<file path="src/design/dws_pkg.sv">
`default_nettype none

package dws_pkg;

  localparam int DEPTH_DEFAULT = 16;

  localparam int OP_W     = 3;
  localparam int VAL_W    = 32;
  localparam int STATUS_W = 2;
  localparam int POS_W    = 4;
  localparam int COUNT_W  = 5;

  // operation codes
  localparam logic [OP_W-1:0] OP_PUSH_FRONT = 3'd0;
  localparam logic [OP_W-1:0] OP_PUSH_BACK  = 3'd1;
  localparam logic [OP_W-1:0] OP_POP_FRONT  = 3'd2;
  localparam logic [OP_W-1:0] OP_POP_BACK   = 3'd3;
  localparam logic [OP_W-1:0] OP_SEARCH     = 3'd4;

  // status codes
  localparam logic [STATUS_W-1:0] ST_OK    = 2'd0;
  localparam logic [STATUS_W-1:0] ST_EMPTY = 2'd1;
  localparam logic [STATUS_W-1:0] ST_FULL  = 2'd2;

  typedef enum logic [2:0] {
    S_IDLE,
    S_DECODE,
    S_POP_WB,
    S_SCAN,
    S_DONE
  } dws_state_t;

  typedef struct packed {
    logic load_in;
    logic decode;
    logic pop_capture;
    logic scan_step;
    logic load_out;
  } dws_cmd_t;

  typedef struct packed {
    logic [OP_W-1:0] op;
    logic            empty;
    logic            scan_hit;
    logic            scan_last;
    logic            out_free;
  } dws_stat_t;

endpackage

`default_nettype wire

</file>
<file path="src/design/dws_datapath.sv">
`default_nettype none

module dws_datapath import dws_pkg::*; #(
  parameter int DEPTH = DEPTH_DEFAULT
) (
  input  wire                        clk,
  input  wire                        rst,
  input  dws_cmd_t                   cmd,
  output dws_stat_t                  stat,
  input  wire        [OP_W-1:0]      operation,
  input  wire signed [VAL_W-1:0]     value,
  output logic                       out_valid,
  input  wire                        out_ready,
  output logic       [STATUS_W-1:0]  status,
  output logic signed [VAL_W-1:0]    out_value,
  output logic                       found,
  output logic       [POS_W-1:0]     position,
  output logic       [COUNT_W-1:0]   count
);

  localparam int AW = $clog2(DEPTH);
  localparam int CW = $clog2(DEPTH + 1);
  localparam logic [AW:0] DEPTH_W = (AW+1)'(DEPTH);

  function automatic logic [AW-1:0] wrap(input logic [AW:0] a);
    logic [AW:0] d;
    d = a - DEPTH_W;
    return (a >= DEPTH_W) ? d[AW-1:0] : a[AW-1:0];
  endfunction

  logic [VAL_W-1:0] mem [DEPTH];

  logic [OP_W-1:0]     op_q;
  logic [VAL_W-1:0]    val_q;
  logic [AW-1:0]       front;
  logic [CW-1:0]       cnt;
  logic [VAL_W-1:0]    rdata;
  logic [AW-1:0]       iss_k;
  logic                iss_first;
  logic                iss_more;
  logic [AW-1:0]       cmp_k;
  logic                cmp_valid;
  logic [STATUS_W-1:0] res_status;
  logic [VAL_W-1:0]    res_value;
  logic                res_found;
  logic [AW-1:0]       res_pos;

  logic [AW-1:0]       front_next;
  logic [CW-1:0]       cnt_next;
  logic [STATUS_W-1:0] st_next;
  logic                wr_en;
  logic [AW-1:0]       wr_addr;
  logic                rd_en;
  logic [AW-1:0]       rd_addr;
  logic                empty;
  logic                full;
  logic [CW-1:0]       cnt_m1;
  logic [AW-1:0]       front_dec;
  logic                iss_last;
  logic                scan_hit;

  assign empty     = (cnt == '0);
  assign full      = (cnt == CW'(DEPTH));
  assign cnt_m1    = cnt - CW'(1);
  assign front_dec = wrap({1'b0, front} + (DEPTH_W - (AW+1)'(1)));
  assign iss_last  = iss_first ? (cnt == CW'(1))
                               : ((CW+1)'(iss_k) + (CW+1)'(2) == (CW+1)'(cnt));
  assign scan_hit  = cmp_valid && (rdata == val_q);

  assign stat.op        = op_q;
  assign stat.empty     = empty;
  assign stat.scan_hit  = scan_hit;
  assign stat.scan_last = cmp_valid && !iss_more;
  assign stat.out_free  = !out_valid || out_ready;

  always_comb begin
    front_next = front;
    cnt_next   = cnt;
    st_next    = ST_OK;
    wr_en      = 1'b0;
    wr_addr    = front_dec;
    rd_en      = 1'b0;
    rd_addr    = front;
    if (cmd.decode) begin
      unique case (op_q)
        OP_PUSH_FRONT: begin
          if (full) begin
            st_next = ST_FULL;
          end else begin
            front_next = front_dec;
            cnt_next   = cnt + CW'(1);
            wr_en      = 1'b1;
            wr_addr    = front_dec;
          end
        end
        OP_PUSH_BACK: begin
          if (full) begin
            st_next = ST_FULL;
          end else begin
            cnt_next = cnt + CW'(1);
            wr_en    = 1'b1;
            wr_addr  = wrap({1'b0, front} + (AW+1)'(cnt));
          end
        end
        OP_POP_FRONT: begin
          if (empty) begin
            st_next = ST_EMPTY;
          end else begin
            front_next = wrap({1'b0, front} + (AW+1)'(1));
            cnt_next   = cnt_m1;
            rd_en      = 1'b1;
            rd_addr    = front;
          end
        end
        OP_POP_BACK: begin
          if (empty) begin
            st_next = ST_EMPTY;
          end else begin
            cnt_next = cnt_m1;
            rd_en    = 1'b1;
            rd_addr  = wrap({1'b0, front} + {1'b0, cnt_m1[AW-1:0]});
          end
        end
        default: begin
        end
      endcase
    end
    if (cmd.scan_step && iss_more) begin
      rd_en   = 1'b1;
      rd_addr = wrap({1'b0, front} + {1'b0, iss_k});
    end
  end

  // ring store, one write and one registered read port
  always_ff @(posedge clk) begin
    if (wr_en) begin
      mem[wr_addr] <= val_q;
    end
    if (rd_en) begin
      rdata <= mem[rd_addr];
    end
  end

  // control state
  always_ff @(posedge clk) begin
    if (rst) begin
      front     <= '0;
      cnt       <= '0;
      out_valid <= 1'b0;
      iss_more  <= 1'b0;
      cmp_valid <= 1'b0;
    end else begin
      front <= front_next;
      cnt   <= cnt_next;
      if (cmd.load_out) begin
        out_valid <= 1'b1;
      end else if (out_valid && out_ready) begin
        out_valid <= 1'b0;
      end
      if (cmd.decode) begin
        cmp_valid <= 1'b0;
        iss_more  <= (op_q == OP_SEARCH) && !empty;
      end
      if (cmd.scan_step) begin
        cmp_valid <= iss_more;
        if (iss_more && iss_last) begin
          iss_more <= 1'b0;
        end
      end
    end
  end

  // payload
  always_ff @(posedge clk) begin
    if (cmd.load_in) begin
      op_q  <= operation;
      val_q <= value;
    end
    if (cmd.decode) begin
      res_status <= st_next;
      res_value  <= '0;
      res_found  <= 1'b0;
      res_pos    <= '0;
      iss_k      <= cnt_m1[AW-1:0];
      iss_first  <= 1'b1;
    end
    if (cmd.pop_capture) begin
      res_value <= rdata;
    end
    if (cmd.scan_step) begin
      if (iss_more) begin
        cmp_k     <= iss_k;
        iss_k     <= iss_first ? '0 : iss_k + AW'(1);
        iss_first <= 1'b0;
      end
      if (scan_hit) begin
        res_found <= 1'b1;
        res_pos   <= cmp_k;
      end
    end
    if (cmd.load_out) begin
      status    <= res_status;
      out_value <= res_value;
      found     <= res_found;
      position  <= POS_W'(res_pos);
      count     <= COUNT_W'(cnt);
    end
  end

endmodule

`default_nettype wire

</file>
<file path="src/design/dws_ctrl.sv">
`default_nettype none

module dws_ctrl import dws_pkg::*; (
  input  wire       clk,
  input  wire       rst,
  input  wire       in_valid,
  output logic      in_ready,
  input  dws_stat_t stat,
  output dws_cmd_t  cmd
);

  dws_state_t state;
  dws_state_t state_next;

  always_ff @(posedge clk) begin
    if (rst) begin
      state <= S_IDLE;
    end else begin
      state <= state_next;
    end
  end

  always_comb begin
    state_next = state;
    unique case (state)
      S_IDLE: begin
        if (in_valid) state_next = S_DECODE;
      end
      S_DECODE: begin
        unique case (stat.op) inside
          OP_POP_FRONT, OP_POP_BACK: state_next = stat.empty ? S_DONE : S_POP_WB;
          OP_SEARCH:                 state_next = stat.empty ? S_DONE : S_SCAN;
          default:                   state_next = S_DONE;
        endcase
      end
      S_POP_WB: begin
        state_next = S_DONE;
      end
      S_SCAN: begin
        if (stat.scan_hit || stat.scan_last) state_next = S_DONE;
      end
      S_DONE: begin
        if (stat.out_free) state_next = S_IDLE;
      end
      default: begin
        state_next = S_IDLE;
      end
    endcase
  end

  always_comb begin
    in_ready = 1'b0;
    cmd      = '0;
    unique case (state)
      S_IDLE: begin
        in_ready    = 1'b1;
        cmd.load_in = in_valid;
      end
      S_DECODE: begin
        cmd.decode = 1'b1;
      end
      S_POP_WB: begin
        cmd.pop_capture = 1'b1;
      end
      S_SCAN: begin
        cmd.scan_step = 1'b1;
      end
      S_DONE: begin
        cmd.load_out = stat.out_free;
      end
      default: begin
      end
    endcase
  end

endmodule

`default_nettype wire

</file>
<file path="src/design/deque_with_search.sv">
// channel  | handshake           | payload
// ---------+---------------------+-------------------------------------------
// in       | in_valid, in_ready  | operation, value
// out      | out_valid, out_ready| status, out_value, found, position, count
//
// one item at a time; a push goes accept, decode, hand-off; a pop adds a
// writeback of its registered store read; a search does one store read per cycle
// until a match or the last entry; an empty pop or search goes to hand-off
// rst (synchronous) empties the deque; the ring store itself is not cleared
// a result waits in the output register; the next item is taken meanwhile
// and held before its result is loaded until the output register frees up
`default_nettype none

module deque_with_search import dws_pkg::*; #(
  parameter int DEPTH = DEPTH_DEFAULT
) (
  input  wire                         clk,
  input  wire                         rst,
  input  wire                         in_valid,
  output logic                        in_ready,
  input  wire        [OP_W-1:0]       operation,
  input  wire signed [VAL_W-1:0]      value,
  output logic                        out_valid,
  input  wire                         out_ready,
  output logic       [STATUS_W-1:0]   status,
  output logic signed [VAL_W-1:0]     out_value,
  output logic                        found,
  output logic       [POS_W-1:0]      position,
  output logic       [COUNT_W-1:0]    count
);

  // command and status between sequencer and datapath
  dws_cmd_t  cmd;
  dws_stat_t stat;

  // sequencer: accept, decode, pop writeback, search scan, result hand-off
  dws_ctrl u_ctrl (
    .clk      (clk),
    .rst      (rst),
    .in_valid (in_valid),
    .in_ready (in_ready),
    .stat     (stat),
    .cmd      (cmd)
  );

  // ring store, front pointer, entry count, scan counters, output register
  dws_datapath #(
    .DEPTH (DEPTH)
  ) u_datapath (
    .clk       (clk),
    .rst       (rst),
    .cmd       (cmd),
    .stat      (stat),
    .operation (operation),
    .value     (value),
    .out_valid (out_valid),
    .out_ready (out_ready),
    .status    (status),
    .out_value (out_value),
    .found     (found),
    .position  (position),
    .count     (count)
  );

endmodule

`default_nettype wire

</file>
<file path="config.mk">
export PLATFORM = sky130hd
export DESIGN_NAME = deque_with_search
export DESIGN_NICKNAME = d
export VERILOG_FILES = /design/src/design/dws_pkg.sv /design/src/design/dws_datapath.sv /design/src/design/dws_ctrl.sv /design/src/design/deque_with_search.sv
export SDC_FILE = /design/constraint.sdc
export NUM_CORES = 1
export LEC_CHECK = 0
export ABC_AREA = 1
export BUFFER_PORTS_ARGS = -buffer_cell sky130_fd_sc_hd__buf_4
export CAP_MARGIN = 20
export CELL_PAD_IN_SITES_DETAIL_PLACEMENT = 1
export CELL_PAD_IN_SITES_GLOBAL_PLACEMENT = 1
export CORE_MARGIN = 2
export CORE_UTILIZATION = 52
export CTS_BUF_LIST = sky130_fd_sc_hd__clkbuf_8
export CTS_CLUSTER_SIZE = 24
export DETAILED_ROUTE_END_ITERATION = 10
export GPL_ROUTABILITY_DRIVEN = 0
export PLACE_DENSITY_LB_ADDON = 0.15
export RECOVER_POWER = 25
export SETUP_SLACK_MARGIN = 0.1
export SYNTH_ARGS = -nofsm -noshare
export SYNTH_HDL_FRONTEND = slang
export SYNTH_HIERARCHICAL = 1
export SYNTH_SLANG_ARGS = --single-unit
</file>
<file path="constraint.sdc">
create_clock -name clk -period 6.1 [get_ports clk]
set_input_delay 0.915 -clock clk [delete_from_list [all_inputs] [get_ports clk]]
set_output_delay 0.915 -clock clk [all_outputs]
set_load 0.02 [all_outputs]
</file>
==> impl.org <==
** Finish
- In the layout the commonest cells are 674 x inv_1, 661 x edfxtp_1, 644 x nand3_1, 507 x nand2_1, 117 x clkbuf_8.
- Final net count :: 3045
- Post-route cell area :: 0.0339 mm^2
- Leading cell type in the layout, fill and taps excluded :: inv_1
- Compared with the post-synthesis result, the final layout area differs by 12.3%.
- Cells with a size suffix above 1 make up a little over a tenth of the layout.
- The finished layout holds roughly 3800 standard cells, fillers aside.

** Clock network
- Clock-pin slew was measured on the worst setup and hold paths at about 0.060 ns.
- TritonCTS built the clock tree.
- Root Buffer Master :: clkbuf_8
- For this design, the sink count on the clock tree is 686.
- For the worst-skew pair, the clock arrives at the later sink with an insertion delay of 0.73 ns.
- Post-CTS Repair Setup Buffers :: 0
- Counting the buffers created by CTS gives 114.
- Buffers inserted to repair hold after CTS numbered 0.
- Number of H-tree levels :: 3
- Post-CTS repair changed the size of 0 cells.
- Buffers from clock root to sink, at most :: 3

** Route
- In the routed design, unresolved DRC markers number 0.
- In this run, the number of DRC markers left after iteration 0 of detailed routing was slightly above 2000.
- Total wire length :: a little over 90000 um
- Dividing the detail-routed via count by the number of cells gives 5.68.
- The final route contains between 20000 and 25000 vias.
- The first detailed-routing pass took 5 iterations.
- In this run the remaining antenna-violating nets after routing total 0.
- In the final routed layout, each cell accounts on average for approximately 24 um.

** Critical path
- Data required, critical path :: 6.46 ns
- Crit path kind :: reg2reg
- In this run the worst path has a maximum fanout of 20.
- Reg-to-Reg Start :: u_ctrl/state[0]
- STA classifies the critical path startpoint as a flip-flop.
- Data arrival at the endpoint of the critical path :: around 4.6 ns
- Tracing the worst setup path back leads to its startpoint at u_ctrl/state[0].
- STA classifies the critical path endpoint as a flip-flop.

** Job
- The tool flagged a number of max-cap violations equal to 0.

** GRT
- Total gr overflow :: 0
- Pin count of the biggest net entering global routing :: approximately 130
- Total global-route track usage :: around 31%
- The via count of the first global-routing pass is about 23000.
- The initial antenna violation count is 4.
- First-pass GRT wire length :: between 100000 and 150000 um

** Pwr
- Across the VDD grid, the largest voltage drop is around 0.23 mV.
- Per report_power, the combinational group accounts for between 15 and 20% of the total.
- Internal power :: about 7.9 mW
- Net switching is 30.7% of the power.
- Summed over all cells, the static leakage comes to 14.6 nW.
- Share of total power in the clock network :: 32.4%
- Registers are responsible for 50.9% of the overall power.
- Switching power :: 3.51 mW
- Pwr Density :: 338 mW/mm^2

** Synth
- Syn Nets :: 2921
- Summed over its instances, the top area cell type makes up about two thirds of the synthesized netlist area.
- Arithmetic-cell share of the synthesized area counting full adders, half adders and majority gates :: less than 1%
- Of the total synthesized cell area, the portion taken by AND, OR, NAND and NOR gates is about a fifth.
- By area, the combinational part of the netlist is dominated by simple AND/OR/NAND/NOR gates.
- Multiplexer area fraction after synthesis :: 0%
- Synthesis handed over a netlist of about 2900 instances.
- Summing the areas of all xor and xnor instances in the mapped netlist gives less than 1% of the synthesized area.
- Sequential-to-total area share from yosys stat :: 67.3%
- edfxtp_1 takes more of the synthesized area than any other cell.
- For this run, the leading register cell type out of synthesis is edfxtp_1.
- During synthesis, Yosys emitted a total of 6 warnings.
- Average footprint of a synthesized cell :: between 10 and 15 um^2
- The synthesized netlist occupies a cell area of 0.0302 mm^2.
- The synthesized netlist devotes ~1.2% of its cell area to compound gates.
- Of all flip-flops after synthesis, the portion carrying an async set or reset was 0%.
- Yosys mapped a number of flops with a built-in enable equal to approximately 660.
- The synthesized netlist contains 44 unique library cells.
- Main area contributors after synthesis :: edfxtp_1 66%, nand3_1 11%, inv_1 7.8%
- Flops & latches, synth :: a little under 700

** STA
- In the finished design, the share of the clock period the worst path needs comes to between 60% and 70%.
- In the post-route analysis, the smallest setup slack over all paths is between 1.5 and 2 ns.
- Transition time of the tightest slew-check pin :: 1.38 ns
- The number of max-slew violations in the final report came to 0.
- Final setup viols :: 0
- The worst pin sits at a relative slew slack of around 8.2%.
- The final-report hold violation count is 0.
- Hold is met by 0.382 ns.
- Peak clock frequency supported by timing :: between 200 and 250 MHz
- Unrepaired setup endpoints after global routing :: false
- The worst path in the final design needs a cycle of about 4.2 ns, including I/O delays and setup.
- Post-Route Skew :: about 0.036 ns
- Summed over all failing endpoints, the final setup total negative slack is 0 ns.

** Placement
- Setup slack after placement :: 2.04 ns
- In this run the cell area measured after placement is about 0.032 mm^2.
- The number of placed instances, taps included, is roughly 3600.
- Detailed Place HPWL :: about 58000 um
- Total of buffers placed on input and output ports :: 84

** Floorplanning
- The region available for standard cell placement spans ~0.058 mm^2.
- Die Footprint :: about 0.06 mm^2
- The die is 245 um wide.
- Row Count :: 88
- Once the floorplan was initialized, standard cells occupied around 53% of the core.
- The die is approximately 250 um tall.
- During I/O placement, the number of pins put on the boundary was 85.

** Worst hold path
- The startpoint identified for the worst hold timing path is value[17].
- HP Class :: in2reg

** Run status
- The flow ran to the end, and the final reports show no timing, DRC or antenna violations.
==> final cells by class <==
type | instances | area, um^2
fill | 6199 | 23600
sequential | 686 | 20300
multi-input combinational | 1405 | 6970
inverter | 637 | 2390
clock buffer | 117 | 1610
timing repair buffer | 142 | 1230
tap | 765 | 957
clock inverter | 89 | 428
antenna | 1 | 2.50
==> path summary, 6_finish.rpt <==
kind / end / slack [ns] / depth (start not counted)
worst min-delay path: u_datapath/val_q[17] / 0.38 / 1
worst max-delay path: u_datapath/mem[6][11] / 1.86 / 13
worst max register to register: u_datapath/mem[6][11] / 1.86 / 13
worst min register to register: u_datapath/out_value[30] / 0.42 / 0
==> critical path, cell delays in order (launching register included) <==
cell and delay, ns:
dfxtp_1 0.52, nor3b_2 0.24, buf_4 0.24, inv_2 0.13
nor2_1 0.17, inv_2 0.08, nor2_1 0.09, nand2_1 0.15
nor2_1 0.26, inv_1 0.15, o21ai_0 0.42, nand2_1 0.37
nor2_4 0.57, buf_4 0.45
==> power groups by stage <==
stage	sequential [mW]	combinational, mW	clock (mW)
2_1_floorplan	5.89	1.07	0
3_3_place_gp	5.90	1.81	0
3_5_place_dp	5.92	1.91	0
4_1_cts	5.82	1.91	3.77
5_1_grt	5.85	2.07	3.98
6_report	5.83	1.92	3.71
==> layer usage <==
metal,track usage [%],wire (um)
met4,12.2,2820
met3,5.86,8180
met5,0,0
met2,51.1,44700
met1,41.7,37200
==> cell families (layout without fill, tap and decap cells) <==
logic type,Yosys count,after routing
DFF,686,686
buffers and inverters,771,985
and+or+nand+nor,1295,1295
other,0,1
AOI/OAI and AO/OA,62,62
xor gates and xnor gates,28,28
adders and majority gates,20,20
==> synthesized netlist by cell type (all sizes together), types with 3 or more instances <==
cell,instances
xnor2,8
inv,636
ha,17
nand2,519
o2111ai,4
a21oi,22
nand4,18
edfxtp,661
xor2,20
a211oi,4
fa,3
nor4,3
clkbuf,31
buf,103
nor2,79
dfxtp,25
or2,14
o21ai,24
nor3,10
nand3,647
==> state kept, by name, summed over array words and instances, names as in the netlist <==
signal                 flops
u_datapath/res_status      2
u_ctrl/state               3
u_datapath/cmp_k           4
u_datapath/out_value      32
u_datapath/iss_k           4
u_datapath/rdata          32
u_datapath/count           5
u_datapath/found           1
u_datapath/front           4
u_datapath/res_value      32
u_datapath/cmp_valid       1
u_datapath/val_q          32
u_datapath/out_valid       1
u_datapath/position        4
u_datapath/res_found       1
u_datapath/res_pos         4
u_datapath/cnt             5
u_datapath/mem           512
u_datapath/iss_first       1
u_datapath/iss_more        1
u_datapath/status          2
u_datapath/op_q            3
==> through the flow <==
step	power, mW	utilization (%)
CTS	11.5	58.9
floorplan	6.96	-
finish	11.5	58.9
global route	11.9	58.9
global placement	7.71	55.0
detailed placement	7.82	55.4
No activity file was read; power rests on OpenSTA's default activity.
